`config.mk`:
```
export PLATFORM = sky130hd
export DESIGN_NAME = escaped_sensor_frame_decoder
export DESIGN_NICKNAME = d
export VERILOG_FILES = /design/src/rtl/esfd_pkg.sv /design/src/rtl/esfd_unescape.sv /design/src/rtl/esfd_check.sv /design/src/rtl/escaped_sensor_frame_decoder.sv
export SDC_FILE = /design/constraint.sdc
export NUM_CORES = 1
export LEC_CHECK = 0
export BUFFER_PORTS_ARGS = -buffer_cell sky130_fd_sc_hd__buf_2
export CORE_ASPECT_RATIO = 0.6
export CORE_MARGIN = 3
export CORE_UTILIZATION = 52
export DETAILED_ROUTE_END_ITERATION = 7
export PLACE_DENSITY = 0.76
export REMOVE_ABC_BUFFERS = 1
export SYNTH_ARGS = -nofsm -noshare
export SYNTH_HDL_FRONTEND = slang
export SYNTH_SLANG_ARGS = --single-unit
```
`constraint.sdc`:
```
create_clock -name clk -period 9.62 [get_ports clk]
set_input_delay 1.443 -clock clk [delete_from_list [all_inputs] [get_ports clk]]
set_output_delay 1.443 -clock clk [all_outputs]
set_load 0.005 [all_outputs]
```
`src/rtl/esfd_pkg.sv`:
```
// shared types, constants and codes of the escaped sensor frame decoder
package esfd_pkg;

	// default sizing
	localparam int STORE_DEPTH_DEF  = 64;
	localparam int PLAIN_PREFIX_DEF = 10;

	// only the first bytes of a frame are ever decoded
	localparam int CAP_BYTES = 42;
	localparam int MIN_FRAME = 42;

	// byte values of the frame format
	localparam logic [7:0] ESC_BYTE   = 8'hA5;
	localparam logic [7:0] HDR_BYTE   = 8'hAA;
	localparam logic [7:0] TAIL_BYTE  = 8'h55;
	localparam logic [7:0] ADDR_BYTE  = 8'h12;
	localparam logic [7:0] FUNC_BYTE  = 8'h83;
	localparam logic [7:0] START_BYTE = 8'h0C;
	localparam logic [7:0] LEN_BYTE   = 8'h1C;
	localparam logic [7:0] ZERO_BYTE  = 8'h00;

	typedef enum logic [2:0] {
		ST_OK     = 3'd0,
		ST_SHORT  = 3'd1,
		ST_HEADER = 3'd2,
		ST_ADDR   = 3'd3,
		ST_START  = 3'd4,
		ST_LENGTH = 3'd5,
		ST_TAIL   = 3'd6
	} status_t;

	// captured head of the frame, byte i at [i]
	typedef logic [CAP_BYTES-1:0][7:0] frame_t;

	typedef struct packed {
		logic [7:0] data_byte;
		logic       frame_end;
	} item_t;

	typedef struct packed {
		status_t            status;
		logic [6:0]         frame_length;
		logic [3:0]         drop_flags;
		logic [4:0]         ir_flags;
		logic [1:0]         bump_flags;
		logic signed [15:0] angle_position;
		logic signed [31:0] left_wheel_position;
		logic signed [31:0] right_wheel_position;
		logic signed [31:0] linear_velocity;
		logic signed [31:0] turn_velocity;
		logic [7:0]         battery_level;
	} result_t;

	// bytes produced by one raw byte after escape removal
	typedef struct packed {
		logic [1:0] count;
		logic [7:0] first;
		logic [7:0] second;
		logic       pending;
	} put_t;

endpackage

```
`src/rtl/esfd_unescape.sv`:
```
// escape removal for one raw byte
module esfd_unescape import esfd_pkg::*; (
	input  logic [7:0] data_byte,
	input  logic       frame_end,
	input  logic       in_prefix,
	input  logic       pending,
	output put_t       put
);

	logic is_esc;
	logic is_escaped_class;

	assign is_esc           = (data_byte == ESC_BYTE);
	assign is_escaped_class = is_esc || (data_byte == HDR_BYTE) || (data_byte == TAIL_BYTE);

	// decide which bytes go to the store
	always_comb begin
		put = '0;
		if (in_prefix) begin
			put.count = 2'd1;
			put.first = data_byte;
		end else if (pending) begin
			if (is_escaped_class) begin
				put.count = 2'd1;
				put.first = data_byte;
			end else begin
				put.count  = 2'd2;
				put.first  = ESC_BYTE;
				put.second = data_byte;
			end
		end else if (is_esc) begin
			// a lone escape at the end of the frame is kept as data
			if (frame_end) begin
				put.count = 2'd1;
				put.first = ESC_BYTE;
			end else begin
				put.pending = 1'b1;
			end
		end else begin
			put.count = 2'd1;
			put.first = data_byte;
		end
	end

endmodule

```
`src/rtl/esfd_check.sv`:
```
// frame checks and field unpacking from the captured frame head
module esfd_check import esfd_pkg::*; #(
	parameter int STORE_DEPTH = STORE_DEPTH_DEF
) (
	input  frame_t                             frame,
	input  logic [$clog2(STORE_DEPTH+1)-1:0]   count,
	output result_t                            result
);

	localparam int CntW = $clog2(STORE_DEPTH + 1);

	status_t status;

	// checks in priority order
	always_comb begin
		if (count < CntW'(MIN_FRAME)) begin
			status = ST_SHORT;
		end else if (frame[0] != HDR_BYTE || frame[1] != HDR_BYTE) begin
			status = ST_HEADER;
		end else if (frame[2] != ADDR_BYTE || frame[3] != FUNC_BYTE) begin
			status = ST_ADDR;
		end else if (frame[4] != START_BYTE || frame[5] != ZERO_BYTE) begin
			status = ST_START;
		end else if (frame[6] != LEN_BYTE || frame[7] != ZERO_BYTE ||
				frame[8] != ZERO_BYTE || frame[9] != ZERO_BYTE) begin
			status = ST_LENGTH;
		end else if (frame[40] != TAIL_BYTE || frame[41] != TAIL_BYTE) begin
			status = ST_TAIL;
		end else begin
			status = ST_OK;
		end
	end

	// unpack little-endian fields, zero unless the frame is good
	always_comb begin
		result              = '0;
		result.status       = status;
		result.frame_length = 7'(count);
		if (status == ST_OK) begin
			result.drop_flags           = frame[14][3:0];
			result.ir_flags             = frame[15][4:0];
			result.bump_flags           = frame[17][1:0];
			result.angle_position       = {frame[19], frame[18]};
			result.left_wheel_position  = {frame[23], frame[22], frame[21], frame[20]};
			result.right_wheel_position = {frame[27], frame[26], frame[25], frame[24]};
			result.linear_velocity      = {frame[31], frame[30], frame[29], frame[28]};
			result.turn_velocity        = {frame[35], frame[34], frame[33], frame[32]};
			result.battery_level        = frame[37];
		end
	end

endmodule

```
`src/rtl/escaped_sensor_frame_decoder.sv`:
```
// top level of the escaped sensor frame decoder
//
// Takes one raw frame byte per cycle and, on the byte flagged as frame end, delivers one
// result transaction with a check status, the unescaped length (saturated at STORE_DEPTH)
// and the unpacked sensor, odometry, velocity and battery fields. A frame's last byte passes
// the input register, then the result register, before its result appears. The first
// PLAIN_PREFIX bytes of a frame are stored verbatim, later ones have escapes removed. Only the
// first 42 unescaped bytes are kept, in registers; further bytes are counted only. The input
// stalls only when a finished result is still held in the output register and the next frame
// end arrives; ordinary bytes keep flowing meanwhile.
module escaped_sensor_frame_decoder import esfd_pkg::*; #(
	parameter int STORE_DEPTH  = STORE_DEPTH_DEF,
	parameter int PLAIN_PREFIX = PLAIN_PREFIX_DEF
) (
	input  logic    clk,
	input  logic    arst_n,
	input  logic    item_valid,
	output logic    item_stall,
	input  item_t   item,
	output logic    result_valid,
	input  logic    result_stall,
	output result_t result
);

	localparam int CntW = $clog2(STORE_DEPTH + 1);
	localparam int RawW = (PLAIN_PREFIX < 1) ? 1 : $clog2(PLAIN_PREFIX + 1);

	logic              valid_s1;
	item_t             item_s1;
	logic [CntW-1:0]   cnt_q;
	logic [RawW-1:0]   raw_q;
	logic              pend_q;
	frame_t            frame_q;
	frame_t            frame_d;
	logic [CntW-1:0]   cnt_d;
	logic [CntW:0]     cnt_p1;
	logic [CntW:0]     cnt_sum;
	logic              in_prefix;
	put_t              put;
	result_t           dec;
	logic              out_valid_q;
	result_t           out_q;
	logic              out_free;
	logic              s1_go;

	// handshake between input register and result register
	assign out_free   = !out_valid_q || !result_stall;
	assign s1_go      = valid_s1 && (!item_s1.frame_end || out_free);
	assign item_stall = valid_s1 && !s1_go;

	// input register
	always_ff @(posedge clk or negedge arst_n) begin
		if (!arst_n) begin
			valid_s1 <= 1'b0;
		end else if (!item_stall) begin
			valid_s1 <= item_valid;
		end
	end

	always_ff @(posedge clk) begin
		if (item_valid && !item_stall) begin
			item_s1 <= item;
		end
	end

	// escape removal
	assign in_prefix = (raw_q != RawW'(PLAIN_PREFIX));

	esfd_unescape u_unescape (
		.data_byte (item_s1.data_byte),
		.frame_end (item_s1.frame_end),
		.in_prefix (in_prefix),
		.pending   (pend_q),
		.put       (put)
	);

	// store update and saturating count
	assign cnt_p1  = {1'b0, cnt_q} + 1'b1;
	assign cnt_sum = {1'b0, cnt_q} + (CntW + 1)'(put.count);
	assign cnt_d   = (cnt_sum > (CntW + 1)'(STORE_DEPTH)) ? CntW'(STORE_DEPTH)
		: cnt_sum[CntW-1:0];

	always_comb begin
		frame_d = frame_q;
		for (int i = 0; i < CAP_BYTES; i++) begin
			if (put.count != 2'd0 && cnt_q == CntW'(i)) begin
				frame_d[i] = put.first;
			end
			if (put.count == 2'd2 && cnt_p1 == (CntW + 1)'(i)) begin
				frame_d[i] = put.second;
			end
		end
	end

	// decode from the store as it stands after this byte
	esfd_check #(
		.STORE_DEPTH (STORE_DEPTH)
	) u_check (
		.frame  (frame_d),
		.count  (cnt_d),
		.result (dec)
	);

	// frame state, cleared after the last byte
	always_ff @(posedge clk or negedge arst_n) begin
		if (!arst_n) begin
			cnt_q  <= '0;
			raw_q  <= '0;
			pend_q <= 1'b0;
		end else if (s1_go) begin
			if (item_s1.frame_end) begin
				cnt_q  <= '0;
				raw_q  <= '0;
				pend_q <= 1'b0;
			end else begin
				cnt_q  <= cnt_d;
				pend_q <= put.pending;
				if (in_prefix) begin
					raw_q <= raw_q + 1'b1;
				end
			end
		end
	end

	always_ff @(posedge clk) begin
		if (s1_go) begin
			frame_q <= frame_d;
		end
	end

	// result register
	always_ff @(posedge clk or negedge arst_n) begin
		if (!arst_n) begin
			out_valid_q <= 1'b0;
		end else if (out_free) begin
			out_valid_q <= s1_go && item_s1.frame_end;
		end
	end

	always_ff @(posedge clk) begin
		if (out_free && s1_go && item_s1.frame_end) begin
			out_q <= dec;
		end
	end

	assign result_valid = out_valid_q;
	assign result       = out_q;

	// count never passes the store capacity
	a_cnt_bound: assert property (@(posedge clk) disable iff (!arst_n)
		cnt_q <= CntW'(STORE_DEPTH))
		else $error("byte count above store capacity");

	// an escape can only be pending once the plain prefix is done
	a_pend_prefix: assert property (@(posedge clk) disable iff (!arst_n)
		pend_q |-> (raw_q == RawW'(PLAIN_PREFIX)))
		else $error("escape pending inside plain prefix");

	// frame state returns to zero after a frame end
	a_frame_clear: assert property (@(posedge clk) disable iff (!arst_n)
		(s1_go && item_s1.frame_end) |=> (cnt_q == '0 && raw_q == '0 && !pend_q))
		else $error("frame state not cleared after frame end");

	// a frame end is only taken when the result register can hold it
	a_no_overwrite: assert property (@(posedge clk) disable iff (!arst_n)
		(s1_go && item_s1.frame_end) |-> out_free)
		else $error("result overwritten while stalled");

	// data fields are zero on a failed check
	a_fail_zero: assert property (@(posedge clk) disable iff (!arst_n)
		(out_valid_q && out_q.status != ST_OK) |->
		(out_q.battery_level == '0 && out_q.angle_position == '0 &&
		out_q.turn_velocity == '0 && out_q.drop_flags == '0))
		else $error("data fields set on failed frame");

endmodule
```
==> flow_summary.yaml, run 1 <==
timing:
  setup_viol: 0
  rsz0062_at_grt: "no"
  slew-limit-headroom: 0.165
  hold_viol: 0
  tightestPinTransition_ps: 1240
  finClkSkew_ps: 29.7
  fmax_mhz: 156
  slew_violations: 0
  final.setup.worst_slack_ps: 3200
  finalCritPeriodShare: 0.668
  fin_crit_ps: 6420
place:
  pre_cts_slack_ps: 3310
  io_buffers: 187
  hpwlAfterDp_um: 38900
  postPlaceCellArea_mm2: 0.0246
  place.gp.congestion: 0.929
drt:
  route.met2.wl_um: 27200
  num_vias: 17200
  drc: 0
  viasPerCell: 6.43
  routedWlPerCell_um: 23.8
  maxUsedRoutingLayer: "met4"
  dr_wl_met3_um: 6940
  wl_met1_um: 27900
  dr.pass1.iters: 6
  drt_iter0_markers: 2161
  drtAntennaViolNets: 0
  wirelength_um: 63500
floorplan:
  rows: 59
  start_util: 0.533
  core_mm2: 0.0439
  die_area_mm2: 0.0477
  ios: 188
  die_w_um: 280
  die_height_um: 170
logic_synthesis:
  avgSynthCellArea_um2: 12.0
  synth_common_cells: "edfxtp_1 (441), nand2_1 (336), nor4_2 (161)"
  async_reset_ff_frac: 0.0308
  yosysWarningCount: 0
  ys_types: 85
  synthCells: 1949
  synth_seq_cells: 455
  synth_edf_count: 441
  synth_area_leaders: "edfxtp_1 (57%), nor4_2 (8.6%), nand2_1 (5.4%), a22o_1 (4.6%), o21ai_0 (2.4%)"
  synth_top_area_share: 0.565
  synth_area_mm2: 0.0234
  ys_seq_area_frac: 0.580
  synth_largest_area_cell: "edfxtp_1"
  synth_flop_cell: "edfxtp_1"
  yosysMostFrequentCell: "edfxtp_1"
critical_path:
  endpoint_kind: "flip-flop"
  reg2reg_depth: 12
  path_max_fanout: 57
  rr_endpoint: "result[115]"
  required_ps: 10000
  worstSetupPathType: "reg2reg"
  start_kind: "flip-flop"
  crit_start: "item_s1[5]"
  critPathCapture: "result[115]"
  rrSetupSlack_ps: 3200
  r2r_start: "item_s1[5]"
  arrival_ps: 6800
pwr:
  vdd_ir_drop_max_mv: 0.117
  fin_total_pwr_mw: 4.59
  pwr_density_cell_mw_per_mm2: 177
  p_leak_nw: 8.51
final_layout:
  area_growth_pct: 10.7
  nets: 2079
  final_layout_size_suffix_gt1_frac: 0.245
  fin_area_mm2: 0.0259
  num_antenna_cells: 0
  filler_cell_count: 3455
grt:
  antenna_found_initial: 1
  first_global_vias: 16100
  grt_pass1_wl_um: 96700
  globalRoute.totalOverflow: 0
  track_usage: 0.260
  grt_max_degree: 113
clock_tree:
  post_cts_buffers: 0
  cts_sinks: 455
  insertion_delay_ps: 580
  clk_path_buf_depth: 3
  hold_buffers: 0
  numCtsBuffers: 43
  root_buffer: "clkbuf_16"
  cts_resized: 0
  clk_pin_slew_worst_paths_ps: 60
  cts_tree: "done"
  cts.htree.levels: 2
status:
  outcome: "completed"
run:
  max_cap_viol_count: 0
worst_hold_path:
  hp-class: "reg2reg"
[worst min path at each step]
stage	startpoint	endpoint	slack [ps]	depth (start not counted)
global route	result_valid	result_valid	570	1
global placement	pend_q	pend_q	480	2
finish	result_valid	result_valid	540	1
floorplan	pend_q	pend_q	460	2
CTS	result_valid	result_valid	540	1
detailed placement	pend_q	pend_q	490	2
[power breakdown]
part / switching, mW / internal (mW) / total (mW)
Sequential: 0.0707 / 2.32 / 2.39
Clock: 0.759 / 0.955 / 1.71
Combinational: 0.325 / 0.160 / 0.486
[placed cells by master, fill, tap and decap left out, types with 22 or more instances in the layout]
master,count
nor4_2,162
mux2i_1,47
nand2_1,336
a21oi_1,82
nand3_1,22
nor2_1,120
clkbuf_16,44
o21ai_0,111
mux2_2,25
a22o_1,122
buf_2,187
buf_4,38
edfxtp_1,441
[through the flow]
| step | util | hold WS (ps) | setup TNS (ps) | cells |
|---|---|---|---|---|
| after global placement | 0.559 | 483 | 0 | 2595 |
| after floorplan | - | 464 | -4260 | 1791 |
| final | 0.591 | 541 | 0 | 2673 |
| after global routing | 0.591 | 565 | 0 | 2673 |
| after CTS | 0.590 | 540 | 0 | 2672 |
| after detailed placement | 0.559 | 492 | 0 | 2595 |
[state kept, by name (all words and copies together) (netlist names)]
signal and cells:
frame_q 259, result 173, item_s1 9, cnt_q 7
raw_q 4, pend_q 1, result_valid 1, valid_s1 1
[area by class of cell]
class	count	area, um2	share of cell area
sequential	455	13600	0.524
multi-input combinational	1313	8910	0.344
timing repair buffer	226	1240	0.0478
clock buffer	53	1140	0.0441
tap	579	724	0.0279
clock inverter	24	229	0.00883
inverter	23	93.8	0.00362
[metal layers]
layer / track usage / vias up
met5: 0 / -
met2: 0.377 / 955
met1: 0.394 / 8390
met4: 0.0690 / 0
li1: - / 7713
met3: 0.0605 / 127
[worst max-delay path, cell delays in order (launching register included)]
cell,delay [ps]
edfxtp_1,370
buf_4,370
nor4bb_2,780
o21ai_1,610
nand2_1,520
and2_1,190
buf_4,420
mux2i_1,280
nor4_1,360
and4_1,440
nand3_4,760
buf_4,710
nor4_2,340
[logic make-up after synthesis]
family | after synthesis | share of synthesized area
AO/OA/AOI/OAI | 440 | 0.127
flip-flops | 455 | 0.580
XOR/XNOR | 6 | 0.00224
buffers and inverters | 181 | 0.0414
adder cells (fa/ha/maj) | 4 | 0.00214
multiplexers | 73 | 0.0326
AND/OR/NAND/NOR | 790 | 0.214
No activity file was read; power rests on OpenSTA's default activity.
==> inputs of run 2 (changes only) <==
PLACE_DENSITY = 0.78   (was 0.76)
clock period = 5.38 ns   (was 9.62 ns; I/O delays follow)
==> flow_summary.yaml, run 2 (same netlist as run 1, synthesis figures left out) <==
status:
  outcome: "completed"
drt:
  drc: 0
  viasPerCell: 6.49
  routedWlPerCell_um: 24.4
  dr.pass1.iters: 6
  drt_iter0_markers: 2425
  num_vias: 17600
  drtAntennaViolNets: 0
  wirelength_um: 66200
run:
  max_cap_viol_count: 0
pwr:
  vdd_ir_drop_max_mv: 0.231
  clock_power_share: 0.374
  p_int_mw: 6.21
  p_seq_frac: 0.517
  p_sw_frac: 0.250
  p_sw_mw: 2.07
  fin_total_pwr_mw: 8.28
  p_leak_nw: 8.74
  pwr_density_cell_mw_per_mm2: 314
  p_comb_frac: 0.109
floorplan:
  core_mm2: 0.0439
  start_util: 0.533
  die_area_mm2: 0.0477
  rows: 59
  die_w_um: 280
  ios: 188
  die_height_um: 170
place:
  place.gp.congestion: 0.980
  io_buffers: 187
  hpwlAfterDp_um: 42100
final_layout:
  final_layout_size_suffix_gt1_frac: 0.258
  layout_commonest_cell: "edfxtp_1"
  nets: 2114
  filler_cell_count: 3397
  area_growth_pct: 12.5
  largest_reg_flops: 259
  num_antenna_cells: 0
  largest-register: "frame_q"
  layout_common_cells: "edfxtp_1 (441), nand2_1 (336), buf_2 (187)"
  finish.utilization: 0.600
clock_tree:
  cts_tree: "done"
  numCtsBuffers: 42
  clk_path_buf_depth: 3
  post_cts_buffers: 0
  cts_sinks: 455
  insertion_delay_ps: 550
  hold_buffers: 0
  clk_pin_slew_worst_paths_ps: 60
  cts.htree.levels: 2
  cts_resized: 0
  root_buffer: "clkbuf_16"
grt:
  grt_pass1_wl_um: 101000
  track_usage: 0.271
  antenna_found_initial: 0
  first_global_vias: 16600
  globalRoute.totalOverflow: 0
  grt_max_degree: 126
timing:
  slew-limit-headroom: 0.324
  slew_violations: 0
  holdWs_ps: 156
  fin_crit_ps: 4780
  finalCritPeriodShare: 0.888
  finClkSkew_ps: 13.4
  fmax_mhz: 209
  rsz0062_at_grt: "no"
  hold_viol: 0
  tightestPinTransition_ps: 1010
  setup_viol: 0
critical_path:
  reg2reg_depth: 13
  rr_endpoint: "result[135]"
  path_cells: "buf_4 -> and4bb_2 -> o21ai_1 -> buf_4 -> a21oi_4 -> nor2_1 -> a2111o_1 -> a2111oi_0 -> and3_1 -> nand3_4 -> buf_12 -> buf_12 -> nor4_2"
  crit_buf_inv: 4
  path_max_fanout: 37
  cp_slowest_cell: "buf_4"
  rrSetupSlack_ps: 600
  slowest_delay_ps: 580
  r2r_start: "item_s1[7]"
  required_ps: 5720
  crit_cells: 13
  start_kind: "flip-flop"
  critPathTopFamily: "compound AO/OA/AOI/OAI gates"
  endpoint_kind: "flip-flop"
  worstSetupPathType: "reg2reg"
  arrival_ps: 5120
worst_hold_path:
  hp-class: "in2async"
## run 2: changes by cell type in the layout (fill, tap and decap cells not counted)
cell	delta
buf_4	+25
buf_12	+11
clkinv_2	-3
bufinv_16	+2
clkinvlp_4	+2
clkbuf_16	-1
clkbuf_8	-1
clkinv_1	+1
clkinv_8	-1
inv_6	+1
## run 2: through the flow
step / instance area, um2 / std cells / worst slack (ps) / setup TNS, ps
2_1_floorplan: 22500 / 1791 / -4280 / -1109390
3_3_place_gp: 25000 / 2632 / 903 / 0
3_5_place_dp: 25000 / 2632 / 800 / 0
4_1_cts: 26400 / 2709 / 761 / 0
5_1_grt: 26400 / 2709 / 450 / 0
6_report: 26400 / 2709 / 603 / 0
## run 2: cell type report
class / count / area [um2] / area share
inverters: 23 / 93.8 / 0.00356
multi-input cells: 1313 / 8910 / 0.338
clock inverters: 26 / 285 / 0.0108
repair buffers: 262 / 1650 / 0.0625
well taps: 579 / 724 / 0.0275
clock buffers: 51 / 1110 / 0.0419
flip-flops and latches: 455 / 13600 / 0.516
## run 2: worst max path at each step
stage	from	end	slack, ps
2_1_floorplan	item_s1[5]	result[0]	-4280
3_3_place_gp	item_s1[7]	result[62]	900
3_5_place_dp	item_s1[7]	result[71]	800
4_1_cts	item_s1[7]	result[71]	760
5_1_grt	item_s1[7]	result[53]	450
6_report	item_s1[7]	result[135]	600
## run 2: power groups by stage
stage	clock network (mW)	logic [mW]	registers (mW)
final	3.10	0.904	4.28
after global placement	0	0.850	4.34
after floorplan	0	0.533	4.38
after CTS	3.13	0.880	4.28
after global routing	3.26	0.968	4.30
after detailed placement	0	0.876	4.35
## run 2: routing by layer
metal / GRT usage / wire [um] / vias to the layer above
met5: 0 / 0 / -
li1: - / - / 7774
met3: 0.0831 / 8770 / 139
met4: 0.0681 / 1700 / 0
met2: 0.380 / 27700 / 1105
met1: 0.410 / 28000 / 8559
## run 2: worst reg2reg max path, cell delays in order, from the launching register on
cell and delay [ps]:
edfxtp_1 370, buf_4 580, and4bb_2 390, o21ai_1 140
buf_4 250, a21oi_4 540, nor2_1 140, a2111o_1 490
a2111oi_0 440, and3_1 320, nand3_4 140, buf_12 200
buf_12 260, nor4_2 320
